===== config.mk =====
export PLATFORM = sky130hd
export DESIGN_NAME = touch_sample_filter_affine_map_top
export DESIGN_NICKNAME = d
export VERILOG_FILES = /design/src/rtl/tsfam_pkg.sv /design/src/rtl/touch_sample_filter_affine_map_top.sv
export SDC_FILE = /design/constraint.sdc
export NUM_CORES = 2
export LEC_CHECK = 0
export BUFFER_PORTS_ARGS = -buffer_cell sky130_fd_sc_hd__clkbuf_2
export CAP_MARGIN = 20
export CORE_AREA = 2 2 349 351
export CTS_BUF_LIST = sky130_fd_sc_hd__clkbuf_4 sky130_fd_sc_hd__clkbuf_8
export DETAILED_ROUTE_END_ITERATION = 8
export DIE_AREA = 0 0 351 353
export PLACE_DENSITY = 0.52
export REMOVE_ABC_BUFFERS = 1
export SLEW_MARGIN = 20
export SYNTH_ARGS = -nofsm -noshare
export SYNTH_HDL_FRONTEND = slang
export SYNTH_SLANG_ARGS = --single-unit

===== constraint.sdc =====
create_clock -name clk -period 7.9 [get_ports clk]
set_input_delay 0.79 -clock clk [delete_from_list [all_inputs] [get_ports clk]]
set_output_delay 0.79 -clock clk [all_outputs]
set_load 0.02 [all_outputs]

===== src/rtl/tsfam_pkg.sv =====
// tsfam_pkg: shared constants and helpers for the touch sample filter and affine map
// holds widths, register indexes, reset values, median and floor/saturate helpers
// no dependencies
package tsfam_pkg;

	localparam int SAMPLE_W       = 12;
	localparam int COEF_FRAC_BITS = 20;
	localparam int COEF_W         = 32;
	localparam int LIMIT_W        = 27;
	localparam int SCREEN_W       = 16;
	localparam int PADDR_W        = 5;
	localparam int PDATA_W        = 32;
	localparam int S_TDATA_W      = 8 * SAMPLE_W;
	localparam int M_TDATA_W      = 2 * SCREEN_W;
	localparam int MUL_B_W        = SAMPLE_W + 1;
	localparam int PROD_W         = COEF_W + MUL_B_W;
	localparam int ACC_W          = PROD_W + 3;
	localparam int CONTACT_W      = 2 * SAMPLE_W + 4;

	// register indexes (byte address is 4 * index)
	localparam logic [2:0] REG_CXX   = 3'd0;
	localparam logic [2:0] REG_CXY   = 3'd1;
	localparam logic [2:0] REG_OX    = 3'd2;
	localparam logic [2:0] REG_CYX   = 3'd3;
	localparam logic [2:0] REG_CYY   = 3'd4;
	localparam logic [2:0] REG_OY    = 3'd5;
	localparam logic [2:0] REG_LIMIT = 3'd6;

	localparam logic signed [COEF_W-1:0] RST_CXX   = 32'sd150185;
	localparam logic signed [COEF_W-1:0] RST_CXY   = -32'sd1850;
	localparam logic signed [COEF_W-1:0] RST_OX    = -32'sd42120470;
	localparam logic signed [COEF_W-1:0] RST_CYX   = 32'sd75;
	localparam logic signed [COEF_W-1:0] RST_CYY   = -32'sd97518;
	localparam logic signed [COEF_W-1:0] RST_OY    = 32'sd334841774;
	localparam logic [LIMIT_W-1:0]       RST_LIMIT = 27'd16384;

	localparam logic signed [ACC_W-1:0] SAT_MAX = ACC_W'(32767);
	localparam logic signed [ACC_W-1:0] SAT_MIN = -ACC_W'(32768);

	typedef logic [SAMPLE_W-1:0] sample_t;
	typedef logic signed [SCREEN_W-1:0] screen_t;

	function automatic sample_t median3(input sample_t a, input sample_t b, input sample_t c);
		sample_t lo;
		sample_t hi;
		lo = (a < b) ? a : b;
		hi = (a < b) ? b : a;
		if (c <= lo) begin
			return lo;
		end else if (c >= hi) begin
			return hi;
		end
		return c;
	endfunction

	// arithmetic shift floors toward minus infinity, then clamp to 16 bits
	function automatic screen_t floor_sat(input logic signed [ACC_W-1:0] v);
		logic signed [ACC_W-1:0] sh;
		sh = v >>> COEF_FRAC_BITS;
		if (sh > SAT_MAX) begin
			return screen_t'(SAT_MAX);
		end else if (sh < SAT_MIN) begin
			return screen_t'(SAT_MIN);
		end
		return sh[SCREEN_W-1:0];
	endfunction

endpackage


===== src/rtl/touch_sample_filter_affine_map_top.sv =====
// touch_sample_filter_affine_map_top: a press passes through the accept, 12 divider steps,
// 6 multiply steps and the output load; a release goes from the accept to the output load
// one request at a time: the next is taken once a press, contact rejection, release or
// silent poll is done, and not while a result waits for m_tready
// arst_n clears control, pen state, last coordinates and loads calibration defaults
// depends on tsfam_pkg
module touch_sample_filter_affine_map_top (
	input  logic                              clk,
	input  logic                              arst_n,
	// request channel
	input  logic                              s_tvalid,
	output logic                              s_tready,
	// pressure_one, pressure_two, raw_x_first, raw_x_second, raw_x_third,
	// raw_y_first, raw_y_second, raw_y_third (12 bits each, low bits first)
	input  logic [tsfam_pkg::S_TDATA_W-1:0]   s_tdata,
	// pen_down
	input  logic                              s_tuser,
	// result channel
	output logic                              m_tvalid,
	input  logic                              m_tready,
	// screen_x [15:0], screen_y [31:16]
	output logic [tsfam_pkg::M_TDATA_W-1:0]   m_tdata,
	// touched
	output logic                              m_tuser,
	// calibration register port
	input  logic                              psel,
	input  logic                              penable,
	input  logic                              pwrite,
	input  logic [tsfam_pkg::PADDR_W-1:0]     paddr,
	input  logic [tsfam_pkg::PDATA_W-1:0]     pwdata,
	output logic [tsfam_pkg::PDATA_W-1:0]     prdata,
	output logic                              pready
);
	import tsfam_pkg::*;

	// sequencer states
	localparam logic [1:0] ST_IDLE = 2'd0;
	localparam logic [1:0] ST_DIV  = 2'd1;
	localparam logic [1:0] ST_MUL  = 2'd2;
	localparam logic [1:0] ST_OUT  = 2'd3;

	// multiply steps
	localparam logic [2:0] MS_CONTACT = 3'd0;
	localparam logic [2:0] MS_XX      = 3'd1;
	localparam logic [2:0] MS_XY      = 3'd2;
	localparam logic [2:0] MS_YX      = 3'd3;
	localparam logic [2:0] MS_YY      = 3'd4;
	localparam logic [2:0] MS_LAST    = 3'd5;

	localparam logic [3:0] DIV_LAST = 4'(SAMPLE_W - 1);

	// calibration registers
	logic signed [COEF_W-1:0] cxx_q, cxy_q, ox_q, cyx_q, cyy_q, oy_q;
	logic [LIMIT_W-1:0]       limit_q;

	// control
	logic [1:0] state_q;
	logic [3:0] div_cnt_q;
	logic [2:0] step_q;
	logic       was_pressed_q;

	// working registers
	sample_t                  x_q, y_q, z1_q, quo_q, rem_q;
	logic signed [PROD_W-1:0] prod_q;
	logic signed [ACC_W-1:0]  acc_q;
	screen_t                  last_x_q, last_y_q, pend_x_q, pend_y_q;
	logic                     pend_touched_q;

	// output register
	logic                 m_tvalid_q;
	logic                 m_tuser_q;
	logic [M_TDATA_W-1:0] m_tdata_q;

	// unpacked request fields
	sample_t z1_in, z2_in;
	sample_t x_med, y_med;

	assign z1_in = s_tdata[SAMPLE_W-1:0];
	assign z2_in = s_tdata[2*SAMPLE_W-1:SAMPLE_W];
	assign x_med = median3(s_tdata[3*SAMPLE_W-1:2*SAMPLE_W], s_tdata[4*SAMPLE_W-1:3*SAMPLE_W],
		s_tdata[5*SAMPLE_W-1:4*SAMPLE_W]);
	assign y_med = median3(s_tdata[6*SAMPLE_W-1:5*SAMPLE_W], s_tdata[7*SAMPLE_W-1:6*SAMPLE_W],
		s_tdata[8*SAMPLE_W-1:7*SAMPLE_W]);

	logic req_acc;
	assign s_tready = (state_q == ST_IDLE);
	assign req_acc  = s_tvalid && s_tready;

	// result register loads when the pending result has somewhere to go
	logic out_load;
	assign out_load = (state_q == ST_OUT) && (!m_tvalid_q || m_tready);

	// config write strobe and register select
	logic       cfg_wr;
	logic [2:0] cfg_idx;
	assign pready  = 1'b1;
	assign cfg_wr  = psel && penable && pwrite && pready;
	assign cfg_idx = paddr[PADDR_W-1:2];

	always_comb begin
		unique case (cfg_idx)
			REG_CXX:   prdata = cxx_q;
			REG_CXY:   prdata = cxy_q;
			REG_OX:    prdata = ox_q;
			REG_CYX:   prdata = cyx_q;
			REG_CYY:   prdata = cyy_q;
			REG_OY:    prdata = oy_q;
			REG_LIMIT: prdata = PDATA_W'(limit_q);
			default:   prdata = '0;
		endcase
	end

	always_ff @(posedge clk or negedge arst_n) begin
		if (!arst_n) begin
			cxx_q   <= RST_CXX;
			cxy_q   <= RST_CXY;
			ox_q    <= RST_OX;
			cyx_q   <= RST_CYX;
			cyy_q   <= RST_CYY;
			oy_q    <= RST_OY;
			limit_q <= RST_LIMIT;
		end else if (cfg_wr) begin
			unique case (cfg_idx)
				REG_CXX:   cxx_q   <= pwdata;
				REG_CXY:   cxy_q   <= pwdata;
				REG_OX:    ox_q    <= pwdata;
				REG_CYX:   cyx_q   <= pwdata;
				REG_CYY:   cyy_q   <= pwdata;
				REG_OY:    oy_q    <= pwdata;
				REG_LIMIT: limit_q <= pwdata[LIMIT_W-1:0];
				default:   ; // addresses past the register file are ignored
			endcase
		end
	end

	// restoring divider step: shift one dividend bit into the remainder
	logic [SAMPLE_W:0] div_trial;
	logic              div_ge;
	assign div_trial = {rem_q, quo_q[SAMPLE_W-1]};
	assign div_ge    = (div_trial >= {1'b0, z1_q});

	// shared multiplier, operands chosen by the step counter
	logic signed [COEF_W-1:0]  mul_a;
	logic signed [MUL_B_W-1:0] mul_b;
	logic signed [PROD_W-1:0]  mul_p;

	always_comb begin
		case (step_q)
			MS_CONTACT: begin
				mul_a = $signed(COEF_W'(quo_q - sample_t'(1)));
				mul_b = $signed({1'b0, x_q});
			end
			MS_XX: begin
				mul_a = cxx_q;
				mul_b = $signed({1'b0, x_q});
			end
			MS_XY: begin
				mul_a = cxy_q;
				mul_b = $signed({1'b0, y_q});
			end
			MS_YX: begin
				mul_a = cyx_q;
				mul_b = $signed({1'b0, x_q});
			end
			MS_YY: begin
				mul_a = cyy_q;
				mul_b = $signed({1'b0, y_q});
			end
			default: begin
				mul_a = '0;
				mul_b = '0;
			end
		endcase
	end

	assign mul_p = mul_a * mul_b;

	// contact value 5*x*(q-1), only meaningful for q >= 1 (product is then non-negative)
	logic [CONTACT_W-1:0]    contact;
	logic                    reject;
	logic signed [ACC_W-1:0] acc_sum;
	assign contact = {prod_q[CONTACT_W-3:0], 2'b00} + {2'b00, prod_q[CONTACT_W-3:0]};
	assign reject  = (quo_q != '0) && (contact > CONTACT_W'(limit_q));
	assign acc_sum = acc_q + ACC_W'(prod_q);

	// sequencer
	always_ff @(posedge clk or negedge arst_n) begin
		if (!arst_n) begin
			state_q        <= ST_IDLE;
			div_cnt_q      <= '0;
			step_q         <= MS_CONTACT;
			was_pressed_q  <= 1'b0;
			last_x_q       <= '0;
			last_y_q       <= '0;
			pend_touched_q <= 1'b0;
			m_tvalid_q     <= 1'b0;
		end else begin
			if (out_load) begin
				m_tvalid_q <= 1'b1;
			end else if (m_tvalid_q && m_tready) begin
				m_tvalid_q <= 1'b0;
			end
			unique case (state_q)
				ST_IDLE: begin
					if (req_acc) begin
						if (s_tuser) begin
							// zero pressure rejects the poll outright
							if (z1_in != '0) begin
								state_q   <= ST_DIV;
								div_cnt_q <= '0;
							end
						end else if (was_pressed_q) begin
							// pen lifted after a press: one release with the last position
							was_pressed_q  <= 1'b0;
							pend_touched_q <= 1'b0;
							state_q        <= ST_OUT;
						end
					end
				end
				ST_DIV: begin
					div_cnt_q <= div_cnt_q + 4'd1;
					if (div_cnt_q == DIV_LAST) begin
						state_q <= ST_MUL;
						step_q  <= MS_CONTACT;
					end
				end
				ST_MUL: begin
					step_q <= step_q + 3'd1;
					if (step_q == MS_XX && reject) begin
						state_q <= ST_IDLE;
					end else if (step_q == MS_LAST) begin
						was_pressed_q  <= 1'b1;
						pend_touched_q <= 1'b1;
						last_x_q       <= pend_x_q;
						last_y_q       <= floor_sat(acc_sum);
						state_q        <= ST_OUT;
					end
				end
				ST_OUT: begin
					if (out_load) begin
						state_q <= ST_IDLE;
					end
				end
				default: state_q <= ST_IDLE;
			endcase
		end
	end

	// datapath registers
	always_ff @(posedge clk) begin
		if (req_acc) begin
			z1_q  <= z1_in;
			quo_q <= z2_in;
			rem_q <= '0;
			x_q   <= x_med;
			y_q   <= y_med;
		end
		if (state_q == ST_DIV) begin
			rem_q <= div_ge ? SAMPLE_W'(div_trial - {1'b0, z1_q}) : div_trial[SAMPLE_W-1:0];
			quo_q <= {quo_q[SAMPLE_W-2:0], div_ge};
		end
		if (state_q == ST_MUL) begin
			prod_q <= mul_p;
			case (step_q)
				MS_XX:   acc_q <= ACC_W'(ox_q);
				MS_XY:   acc_q <= acc_sum;
				MS_YX: begin
					pend_x_q <= floor_sat(acc_sum);
					acc_q    <= ACC_W'(oy_q);
				end
				MS_YY:   acc_q <= acc_sum;
				default: ;
			endcase
		end
		if (state_q == ST_MUL && step_q == MS_LAST) begin
			pend_y_q <= floor_sat(acc_sum);
		end
		if (out_load) begin
			m_tuser_q <= pend_touched_q;
			m_tdata_q <= pend_touched_q ? {pend_y_q, pend_x_q} : {last_y_q, last_x_q};
		end
	end

	assign m_tvalid = m_tvalid_q;
	assign m_tuser  = m_tuser_q;
	assign m_tdata  = m_tdata_q;

`ifndef ASSERT_OFF
	// the divider never runs with a zero divisor
	a_div_nonzero: assert property (@(posedge clk) disable iff (!arst_n)
		(state_q == ST_DIV) |-> (z1_q != '0))
		else $error("divider started with zero pressure");

	// the divider hands over to the multiply steps after exactly one pass over the bits
	a_div_to_mul: assert property (@(posedge clk) disable iff (!arst_n)
		(state_q == ST_DIV && div_cnt_q == DIV_LAST) |=>
		(state_q == ST_MUL && step_q == MS_CONTACT))
		else $error("divider did not hand over to multiplier");

	// a fresh result agrees with the pen state it leaves behind
	a_kind_matches_pen: assert property (@(posedge clk) disable iff (!arst_n)
		$rose(m_tvalid_q) |-> (m_tuser_q == was_pressed_q))
		else $error("result kind disagrees with pen state");

	// a request is only taken in idle with no multiply step pending
	a_no_accept_busy: assert property (@(posedge clk) disable iff (!arst_n)
		(state_q == ST_MUL) |=> !(state_q == ST_DIV))
		else $error("multiplier steps interrupted by a new division");
`endif

endmodule


==> results.json <==
{
  "status": "finished clean",
  "netlist_area_um2": 41840,
  "fin_setup_tns_ns": 0,
  "cts_tree": "done",
  "routed_wl_mm": 125.9,
  "synth_area_leader_cell": "fa_1",
  "clock_sinks": 481,
  "die_w_um": 351,
  "first_global_vias": 33133,
  "synth_edf_count": 218,
  "clock-root-buffer": "clkbuf_8",
  "worstPathRequired_ns": 8.32,
  "dp_hpwl_mm": 98.02,
  "min_period_over_period_pct": 96.07,
  "clockBufferDepth": 3,
  "hp-class": "input port to asynchronous set/reset pin",
  "syn-instance-count": 4291,
  "rsz0062_at_grt": "false",
  "drive_above_1_share_pct": 21.07,
  "path_clk_slew_ns": 0.07,
  "endpoint_kind": "flip-flop",
  "avgSynthCellArea_um2": 9.751,
  "report.final.hold_viol_count": 0,
  "h-tree-depth": 3,
  "initial_utilization_pct": 34.70,
  "yosys_warnings": 0,
  "drc": 0,
  "place.gp.congestion": 0.9126,
  "cpPeakStageDelay_ns": 0.57,
  "cts_hold_buf": 0,
  "slew-limit-headroom_pct": 24.10,
  "rows": 128,
  "synth_area_leaders": "fa_1, edfxtp_1, dfrtp_1, ha_1, mux2_2",
  "skew_ns": 0.06374,
  "tightest_slew_ns": 1.139,
  "synth_cell_types": 79,
  "min_period_ns": 7.589,
  "core-area_um2": 120600,
  "cp_common_cell": "fa_1",
  "wl_per_cell_um": 20.08,
  "dieArea_um2": 123900,
  "start_kind": "flip-flop",
  "dr.pass1.iters": 7,
  "layout_common_cells": "inv_1, nand2_1, nor2_1",
  "path_max_fanout": 10,
  "synth_top_area_share_pct": 16.32,
  "area_growth_pct": 14.48,
  "gr-total-overflow": 0,
  "seq_area_frac_synth_pct": 31.66,
  "die_y_um": 353,
  "cpMaxStageDelayCell": "fa_1",
  "clk_latency_ns": 0.75,
  "drv_slew": 0,
  "cts_buffers": 87,
  "grt_max_degree": 106,
  "vias": 32280,
  "worstSetupPathType": "flip-flop to flip-flop",
  "io_buffer_count": 205,
  "ant_nets": 0,
  "drv_cap": 0,
  "antenna_found_initial": 9,
  "drtIter0Drc": 2303,
  "max_freq_mhz": 131.8,
  "synthArstFlopShare_pct": 54.68,
  "synth_ff_type": "edfxtp_1",
  "final_common_cell": "inv_1",
  "layout.nets": 5336,
  "grt_pass1_wl_mm": 195.6,
  "arrival_ns": 8.01,
  "track_usage_pct": 20.36,
  "via_per_inst": 5.147,
  "final-setup-viol-count": 0,
  "io_pins": 209,
  "setup_slack_ns": 0.3106,
  "ys_ff_latch": 481,
  "post-route-util_pct": 39.72,
  "post-place-ws_ns": 0.1070
}
final cells by class:
cell class	count	area [um2]
fill	12016	72690
tap	1625	2033
multi-input combinational	3041	25920
antenna	6	15.01
sequential	481	13250
clock buffer	134	1669
clock inverter	28	319.1
timing repair buffer	391	2571
inverter	566	2125
kinds of logic (layout without fill, tap and decap cells):
kind of cell    after synthesis  after routing  share of synthesized area [%]
compound gates              793            793                          12.90
fa+ha+maj                   627            627                          24.87
other cells                   1              7                       0.008962
buf+inv                     770           1119                          6.982
xor+xnor                    119            119                          2.491
flops                       481            481                          31.66
simple gates               1179           1180                          12.17
mux                         321            321                          8.908
worst paths after layout:
path	startpoint	to	slack, ns	depth (start not counted)
setup / recovery	step_q[0]	prod_q[44]	0.31	26
max in group asynchronous	arst_n	oy_q[31]	6.19	2
min in group clk	s_tdata[11]	z1_q[11]	0.25	1
setup reg to reg	step_q[0]	prod_q[44]	0.31	26
hold / removal	arst_n	div_cnt_q[0]	0.11	1
hold reg to reg	pend_x_q[4]	last_x_q[4]	0.45	2
sequential cells by signal, indices dropped and copies added, names as in the netlist, 16 cells and up:
signal and flops:
acc_q 48, prod_q 45, cxx_q 32, cxy_q 32
cyx_q 32, cyy_q 32, m_tdata 32, ox_q 32
oy_q 32, limit_q 27, last_x_q 16, last_y_q 16
pend_x_q 16, pend_y_q 16
what timing repair did:
action                                 in CTS  in global routing
setup endpoints to repair                   0                 15
setup buffers                               0                  9
endpoints found under the hold margin       0                  0
gates resized for setup                     0                 24
metal layers:
layer | wire (um) | track usage, % | vias to the layer above
met4 | 2671 | 5.124 | 2
li1 | - | - | 15209
met5 | 13 | 0 | -
met1 | 57530 | 28.21 | 16135
met2 | 58520 | 33.22 | 789
met3 | 7181 | 3.055 | 145
synthesized netlist by cell type (all sizes together), types with 21 or more instances:
cell type and instances:
xnor2 80, nand2 522, nand2b 25, nand4 41, mux2i 63, and2 32, clkbuf 163, a21oi 203
ha 286, a221oi 31, inv 566, edfxtp 218, a21o 89, a22o 24, a22oi 68, o21ai 138
xor2 39, fa 341, nand3 31, dfrtp 166, buf 41, o21a 28, dfstp 97, o31ai 21
and3 28, nor2b 44, o221ai 27, nor2 378, nor3 29, mux2 241
per-stage QoR:
stage	instance area, um2	hold WS (ns)	instances
2_1_floorplan	41040	0.4346	4087
3_3_place_gp	45680	0.4454	6094
3_5_place_dp	45690	0.4498	6094
4_1_cts	47680	0.08898	6256
5_1_grt	47890	0.1407	6269
6_report	47900	0.1088	6272
worst max-delay path: cells and delay by family, from the launching register on:
| kind | cells | cell delay (ns) |
|---|---|---|
| buf+inv | 7 | 1.07 |
| flops | 1 | 0.42 |
| compound gates | 8 | 1.92 |
| simple gates | 4 | 0.94 |
| fa+ha+maj | 7 | 2.91 |
Power is not shown: default switching activity piles up to over one toggle a cycle in this logic, so the estimate is an artifact.
